<file path="config.mk">
export PLATFORM = sky130hd
export DESIGN_NAME = streaming_top_k_largest_core
export DESIGN_NICKNAME = d
export VERILOG_FILES = /design/src/sv/tkl_pkg.sv /design/src/sv/tkl_cell.sv /design/src/sv/streaming_top_k_largest_core.sv
export SDC_FILE = /design/constraint.sdc
export NUM_CORES = 2
export LEC_CHECK = 0
export ABC_AREA = 1
export BUFFER_PORTS_ARGS = -buffer_cell sky130_fd_sc_hd__buf_2
export CELL_PAD_IN_SITES_DETAIL_PLACEMENT = 2
export CELL_PAD_IN_SITES_GLOBAL_PLACEMENT = 2
export CORE_ASPECT_RATIO = 0.5
export CORE_MARGIN = 2
export CORE_UTILIZATION = 38
export DETAILED_ROUTE_END_ITERATION = 7
export MAX_ROUTING_LAYER = met4
export PLACE_DENSITY = 0.88
export SETUP_SLACK_MARGIN = 0.3
export SYNTH_ARGS = -nofsm -noshare
export SYNTH_HDL_FRONTEND = slang
export SYNTH_SLANG_ARGS = --single-unit
export TNS_END_PERCENT = 50
</file>
<file path="constraint.sdc">
create_clock -name clk -period 7.4 [get_ports clk]
set_input_delay 0.74 -clock clk [delete_from_list [all_inputs] [get_ports clk]]
set_output_delay 0.74 -clock clk [all_outputs]
set_load 0.01 [all_outputs]
</file>
<file path="src/sv/tkl_pkg.sv">
// Shared types and constants for the streaming top-k (largest) selector.
// Used by tkl_cell, streaming_top_k_largest_core and tkl_checker.
package tkl_pkg;

  localparam int CAPACITY    = 16;
  localparam int VALUE_WIDTH = 32;
  localparam int KEEP_WIDTH  = 5;
  // count runs 0..CAPACITY
  localparam int CW = $clog2(CAPACITY + 1);
  localparam logic [KEEP_WIDTH-1:0] KEEP_RESET = KEEP_WIDTH'(16);

  localparam logic OP_INSERT = 1'b0;
  localparam logic OP_DRAIN  = 1'b1;

  typedef logic signed [VALUE_WIDTH-1:0] value_t;

  typedef struct packed {
    logic   opcode;
    value_t sample_value;
  } in_item_t;

  typedef struct packed {
    value_t result_value;
    logic   result_valid;
    logic   result_last;
  } out_item_t;

  typedef struct packed {
    logic insert;  // an insert is taking place this cycle
    logic active;  // this cell lies within the part of the chain being rewritten
    logic occ;     // this cell holds a value
    logic shift;   // drain: take the value of the right neighbor
  } cell_ctrl_t;

  typedef enum logic [1:0] {
    S_IDLE,
    S_DRAIN,
    S_EMPTY
  } state_t;

endpackage

</file>
<file path="src/sv/tkl_cell.sv">
// One cell of the sorted chain: holds one value and its place in descending order.
// Depends on tkl_pkg for value_t and cell_ctrl_t.
module tkl_cell
  import tkl_pkg::*;
(
  input  logic       clk,
  input  cell_ctrl_t ctrl,
  input  value_t     sample,
  input  value_t     left_value,
  input  logic       left_ge,
  input  value_t     right_value,
  output value_t     value,
  output logic       ge
);

  // set when the new sample belongs at or before this cell
  assign ge = !ctrl.occ || (sample > value);

  always_ff @(posedge clk) begin
    if (ctrl.shift) begin
      value <= right_value;
    end else if (ctrl.insert && ctrl.active && ge) begin
      // cells past the insert point move down by one
      value <= left_ge ? left_value : sample;
    end
  end

endmodule

</file>
<file path="src/sv/streaming_top_k_largest_core.sv">
// Top level of the streaming top-k (largest) selector.
// Depends on tkl_pkg and tkl_cell.
//
// Keeps the keep_count largest signed values offered since the last drain in a
// chain of CAPACITY cells sorted in descending order. For an insert item, every
// cell compares the sample against its own value at once and the chain shifts
// down behind the insert point, so inserts are accepted every cycle while no
// drain is in progress, also while a result waits at the output. Once
// keep_count values are held, a sample replaces the smallest only when strictly
// greater. A drain item shifts the chain toward the output one value per cycle
// while the output is free, largest first, with result_last on the final one;
// it yields one result per held value, and in_ready stays low until its last
// result is in the output register. A drain of an empty store yields one result
// with result_valid low and result_last high. keep_count of 0 acts as 1, above
// CAPACITY as CAPACITY; lowering it discards nothing before the next drain.
module streaming_top_k_largest_core
  import tkl_pkg::*;
(
  input  logic                  clk,
  input  logic                  rst,
  input  logic                  in_valid,
  output logic                  in_ready,
  input  in_item_t              in_data,
  output logic                  out_valid,
  input  logic                  out_ready,
  output out_item_t             out_data,
  input  logic                  cfg_we,
  input  logic [KEEP_WIDTH-1:0] cfg_wdata
);

  logic [KEEP_WIDTH-1:0] keep_count;
  logic [CW-1:0]         keep_eff;
  logic [CW-1:0]         count;
  logic [CW-1:0]         count_next;
  logic [CW-1:0]         count_m1;
  state_t                state;
  state_t                state_next;

  value_t                cell_value [CAPACITY];
  logic [CAPACITY-1:0]   cell_ge;
  cell_ctrl_t            cell_ctrl [CAPACITY];

  logic                  in_fire;
  logic                  grow;
  logic                  do_insert;
  logic                  do_shift;
  logic                  out_free;
  logic                  out_load;
  out_item_t             out_data_next;

  always_ff @(posedge clk) begin
    if (rst) begin
      keep_count <= KEEP_RESET;
    end else if (cfg_we) begin
      keep_count <= cfg_wdata;
    end
  end

  always_comb begin
    if (keep_count == '0) begin
      keep_eff = CW'(1);
    end else if (int'(keep_count) > CAPACITY) begin
      keep_eff = CW'(CAPACITY);
    end else begin
      keep_eff = CW'(keep_count);
    end
  end

  assign in_ready = (state == S_IDLE);
  assign in_fire  = in_valid && in_ready;
  assign grow     = (count < keep_eff);
  assign count_m1 = count - CW'(1);
  assign out_free = !out_valid || out_ready;

  // in replace mode only held cells are active, and a sample no greater than
  // the smallest held value finds no cell with ge set, so the chain holds
  assign do_insert = in_fire && (in_data.opcode == OP_INSERT);

  for (genvar i = 0; i < CAPACITY; i++) begin : g_cell
    value_t left_value;
    logic   left_ge;
    value_t right_value;

    always_comb begin
      cell_ctrl[i].insert = do_insert;
      cell_ctrl[i].occ    = (CW'(i) < count);
      cell_ctrl[i].active = (CW'(i) < count) || (grow && (CW'(i) == count));
      cell_ctrl[i].shift  = do_shift;
    end

    if (i == 0) begin : g_head
      assign left_value = '0;
      assign left_ge    = 1'b0;
    end else begin : g_body
      assign left_value = cell_value[i-1];
      assign left_ge    = cell_ge[i-1];
    end

    if (i == CAPACITY - 1) begin : g_tail
      assign right_value = '0;
    end else begin : g_inner
      assign right_value = cell_value[i+1];
    end

    tkl_cell u_cell (
      .clk         (clk),
      .ctrl        (cell_ctrl[i]),
      .sample      (in_data.sample_value),
      .left_value  (left_value),
      .left_ge     (left_ge),
      .right_value (right_value),
      .value       (cell_value[i]),
      .ge          (cell_ge[i])
    );
  end

  always_ff @(posedge clk) begin
    if (rst) begin
      state <= S_IDLE;
      count <= '0;
    end else begin
      state <= state_next;
      count <= count_next;
    end
  end

  always_comb begin
    state_next    = state;
    count_next    = count;
    do_shift      = 1'b0;
    out_load      = 1'b0;
    out_data_next = '{result_value: '0, result_valid: 1'b0, result_last: 1'b1};
    case (state)
      S_IDLE: begin
        if (in_fire && (in_data.opcode == OP_DRAIN)) begin
          state_next = (count == '0) ? S_EMPTY : S_DRAIN;
        end else if (do_insert && grow) begin
          count_next = count + CW'(1);
        end
      end
      S_DRAIN: begin
        if (out_free) begin
          // emit the head and advance the chain
          out_load      = 1'b1;
          do_shift      = 1'b1;
          out_data_next = '{result_value: cell_value[0], result_valid: 1'b1,
                            result_last: (count == CW'(1))};
          count_next    = count_m1;
          if (count == CW'(1)) begin
            state_next = S_IDLE;
          end
        end
      end
      S_EMPTY: begin
        if (out_free) begin
          out_load   = 1'b1;
          state_next = S_IDLE;
        end
      end
      default: begin
        state_next = S_IDLE;
      end
    endcase
  end

  always_ff @(posedge clk) begin
    if (rst) begin
      out_valid <= 1'b0;
    end else if (out_load) begin
      out_valid <= 1'b1;
    end else if (out_ready) begin
      out_valid <= 1'b0;
    end
  end

  always_ff @(posedge clk) begin
    if (out_load) begin
      out_data <= out_data_next;
    end
  end

endmodule

</file>
==> impl_metrics.csv <==
group,metric,value,unit
clock_network,postCtsHoldBufs,0,
finish,design.final.nets,6312,
detailed_routing,finalWirelength,192,mm
worst_setup_path,critical_path.max_fanout,33,
detailed_routing,detailed_router_iteration_count_before_antenna_repair,5,
floorplanning,num_io_pins,79,
worst_setup_path,worst-endpoint-required,7730,ps
worst_setup_path,crit_slowest_cell,"sky130_fd_sc_hd__nand3_2",
place,gpl.final_weighted_congestion,0.929,
timing,slew_at_the_pin_with_the_worst_max_slew_slack,1260,ps
worst_setup_path,end_kind,"flop",
timing,timing.final.max_slew_violations,0,
grt,grt_first_pass_wirelength,293,mm
grt,globalRoute.totalOverflow,0,
synthesis,synth_cell_types,44,
synthesis,yosysSeqAreaShare,0.376,
timing,tns,0,ps
synthesis,syn-num-nets,6392,
synthesis,synth_enable_flop_cells,514,
synthesis,ys.warnings.count,0,
synthesis,synth_top_cell_area_share,0.356,
clock_network,clock_tree.root_cell,"sky130_fd_sc_hd__clkbuf_16",
synthesis,synthFlopType,"sky130_fd_sc_hd__edfxtp_1",
clock_network,cts-buffers-inserted,61,
clock_network,ctsLongestPathBuffers,3,
synthesis,netlist_top_cells_area,"sky130_fd_sc_hd__edfxtp_1, sky130_fd_sc_hd__nand2_1, sky130_fd_sc_hd__ha_1, sky130_fd_sc_hd__nand3_1, sky130_fd_sc_hd__inv_1",
grt,grt_max_degree,187,
synthesis,synth_async_sr_flop_share,0,
worst_setup_path,timing.critical_path.from_type,"flop",
floorplanning,fp.coreArea,113000,sq um
finish,area_of_the_multi_input_gates,23200,sq um
worst_setup_path,rrSetupSlack,2510,ps
finish,area_growth_syn_to_layout,8.20,%
grt,first_global_vias,47100,
finish,drive_gt1_frac,0.0519,
clock_network,clkTransAtPathRegs,70,ps
finish,num-fill-cells,13000,
finish,fin_util,0.416,
detailed_routing,post_drt_via_cell_ratio,5.87,
clock_network,clk_latency,710,ps
synthesis,ys_ff_latch,559,
clock_network,clock_tree.htree_level_count,2,
synthesis,syn_inst,5825,
detailed_routing,drt-initial-drc-count,3716,
detailed_routing,wire_per_inst,26.3,um
finish,sequential_cell_area,16300,sq um
worst_setup_path,critical_path_arrival,5220,ps
power_and_ir_drop,power_leakage,22.9,nW
clock_network,tritoncts_clock_tree,"yes",
timing,setup_repair_after_global_routing_missed_its_margin,"false",
power_and_ir_drop,largest_voltage_drop_on_the_vdd_net,0.000232,V
grt,grt_antenna_before_repair,5,
synthesis,synth_top_cell_by_area,"sky130_fd_sc_hd__edfxtp_1",
synthesis,postSynthAreaPerCell,7.45,sq um
floorplanning,fp.dieArea,117000,sq um
outcome,status,"finished, final reports clean",
timing,fmax,205,MHz
floorplanning,chipHeight,243,um
timing,final.period_utilization,0.661,
timing,worst_slack_on_hold_paths,280,ps
timing,min_period,4890,ps
worst_hold_path,worstHoldPathType,"in2reg",
clock_network,cts_resized,0,
worst_setup_path,cell_chain_critical_path,"inv_1 -> ha_1 -> nand2_1 -> nor2_1 -> nand2_1 -> nor4_2 -> nand2_1 -> nand3_1 -> nand3_2 -> nand2_2 -> nand3_1 -> nand2_1 -> buf_4",
place,numPortBuffers,78,
clock_network,postCtsSetupBuffers,0,
finish,most_common_library_cell_in_the_layout_ignoring_fill_and_taps,"sky130_fd_sc_hd__nand2_1",
timing,max-slew-margin-rel,0.158,
timing,hold_fails_final_rpt,0,
finish,most-common-layout-cells,"sky130_fd_sc_hd__nand2_1, sky130_fd_sc_hd__nand3_1, sky130_fd_sc_hd__inv_1, sky130_fd_sc_hd__ha_1, sky130_fd_sc_hd__edfxtp_1",
clock_network,numClockSinks,559,
synthesis,synth_area,43400,sq um
worst_setup_path,timing.critical_path.max_delay_family,"simple AND/OR/NAND/NOR gates",
timing,setup-violations-final,0,
worst_setup_path,path_buf_inv,2,
worst_setup_path,cell_seen_most_often_among_critical_path_stages,"sky130_fd_sc_hd__nand2_1",
grt,global_route.usage.total,0.332,
timing,fin_skew,27.1,ps
place,detailed_placer_s_ending_hpwl,141,mm
worst_setup_path,crit_type,"reg2reg",
floorplanning,fp.dieW,482,um
detailed_routing,antenna_left,0,
worst_setup_path,critPathMaxStageDelay,730,ps
job,max-cap-violations,0,
floorplanning,initial_core_util,0.384,
floorplanning,core.rowCount,87,
detailed_routing,drc,0,
detailed_routing,detailroute.via_count,42900,
power_and_ir_drop,powerDensity,429,nW/um^2
==> power by group <==
part	leakage (nW)	switching, W	internal, W	total (W)
sequential	5.12	0.000833	0.00548	0.00632
clock	0.982	0.00151	0.00183	0.00334
combinational	16.8	0.00761	0.00287	0.0105
total	22.9	0.00995	0.0102	0.0201
==> worst reg2reg max path, cell delays in order (launching register included) <==
cell                       delay [ps]
sky130_fd_sc_hd__edfxtp_1         320
sky130_fd_sc_hd__inv_1            110
sky130_fd_sc_hd__ha_1             550
sky130_fd_sc_hd__nand2_1          140
sky130_fd_sc_hd__nor2_1           170
sky130_fd_sc_hd__nand2_1          130
sky130_fd_sc_hd__nor4_2           610
sky130_fd_sc_hd__nand2_1          190
sky130_fd_sc_hd__nand3_1          180
sky130_fd_sc_hd__nand3_2          730
sky130_fd_sc_hd__nand2_2          630
sky130_fd_sc_hd__nand3_1          160
sky130_fd_sc_hd__nand2_1          130
sky130_fd_sc_hd__buf_4            440
==> per-layer routing <==
| metal | routed length [um] | part of all wire | GRT usage | vias up |
|---|---|---|---|---|
| met5 | 0 | 0 | - | - |
| met4 | 5410 | 0.028 | 0.0963 | 0 |
| met3 | 12100 | 0.063 | 0.0393 | 312 |
| met2 | 89400 | 0.46 | 0.535 | 1383 |
| met1 | 85600 | 0.44 | 0.439 | 22100 |
| li1 | - | - | - | 19200 |
==> per-stage QoR <==
| stage | total power, W | setup WS, ps | cells | area [sq um] |
|---|---|---|---|---|
| final | 0.0201 | 2510 | 7312 | 47000 |
| after floorplan | 0.0127 | 2050 | 5825 | 43400 |
| after detailed placement | 0.0163 | 1920 | 7195 | 45000 |
| after global routing | 0.0214 | 2290 | 7312 | 47000 |
| after CTS | 0.0200 | 2600 | 7311 | 47000 |
| after global placement | 0.0154 | 2340 | 7194 | 44900 |
==> area by class of cell <==
cell class                 count  area share
clock buffer                  93      0.0372
clock inverter                23     0.00570
antenna                        1   0.0000533
sequential                   559       0.348
multi-input combinational   4293       0.494
inverter                     678      0.0543
timing repair buffer         152      0.0209
tap                         1513      0.0403
==> synthesized netlist by cell type, types with 2 or more instances <==
library cell	count
sky130_fd_sc_hd__nand2_1	1920
sky130_fd_sc_hd__nand3_1	998
sky130_fd_sc_hd__inv_1	667
sky130_fd_sc_hd__ha_1	524
sky130_fd_sc_hd__edfxtp_1	514
sky130_fd_sc_hd__a21oi_1	274
sky130_fd_sc_hd__nor2_1	262
sky130_fd_sc_hd__clkbuf_1	171
sky130_fd_sc_hd__o21ai_0	112
sky130_fd_sc_hd__buf_2	81
sky130_fd_sc_hd__nand4_1	56
sky130_fd_sc_hd__dfxtp_1	45
sky130_fd_sc_hd__nor3_1	30
sky130_fd_sc_hd__buf_4	29
sky130_fd_sc_hd__nand3b_1	20
sky130_fd_sc_hd__o211ai_1	18
sky130_fd_sc_hd__nand2_2	15
sky130_fd_sc_hd__inv_2	10
sky130_fd_sc_hd__nor4_2	10
sky130_fd_sc_hd__buf_6	9
sky130_fd_sc_hd__nand3_2	8
sky130_fd_sc_hd__xor2_1	6
sky130_fd_sc_hd__buf_1	5
sky130_fd_sc_hd__nor2_2	5
sky130_fd_sc_hd__o21a_1	5
sky130_fd_sc_hd__o21ai_1	4
sky130_fd_sc_hd__a211oi_1	3
sky130_fd_sc_hd__a21o_1	2
sky130_fd_sc_hd__a22oi_1	2
sky130_fd_sc_hd__nor2_4	2
sky130_fd_sc_hd__nor3b_1	2
sky130_fd_sc_hd__nor3b_2	2
sky130_fd_sc_hd__nor4_1	2
sky130_fd_sc_hd__o21bai_1	2
==> worst paths after layout <==
kind | from | to | cells after the start
max | g_cell[0].u_cell.value[31] | g_cell[0].u_cell.value[13] | 13
min | cfg_wdata[0] | keep_count[0] | 3
min reg2reg | g_cell[15].u_cell.value[2] | g_cell[14].u_cell.value[2] | 2
max reg2reg | g_cell[0].u_cell.value[31] | g_cell[0].u_cell.value[13] | 13
==> cells by family after synthesis <==
logic type | Yosys count | share of synthesized area
AO/OA/AOI/OAI | 427 | 0.0519
XOR/XNOR | 7 | 0.00141
adder cells (fa/ha/maj) | 524 | 0.151
buffers and inverters | 973 | 0.0905
flip-flops | 559 | 0.376
AND/OR/NAND/NOR | 3335 | 0.329
==> state kept, by name (all words and copies together) (netlist names) <==
| name | flops |
|---|---|
| g_cell.u_cell.value | 512 |
| out_data | 34 |
| count | 5 |
| keep_count | 5 |
| state | 2 |
| out_valid | 1 |
Note: power is estimated with default switching activity, not from simulation.
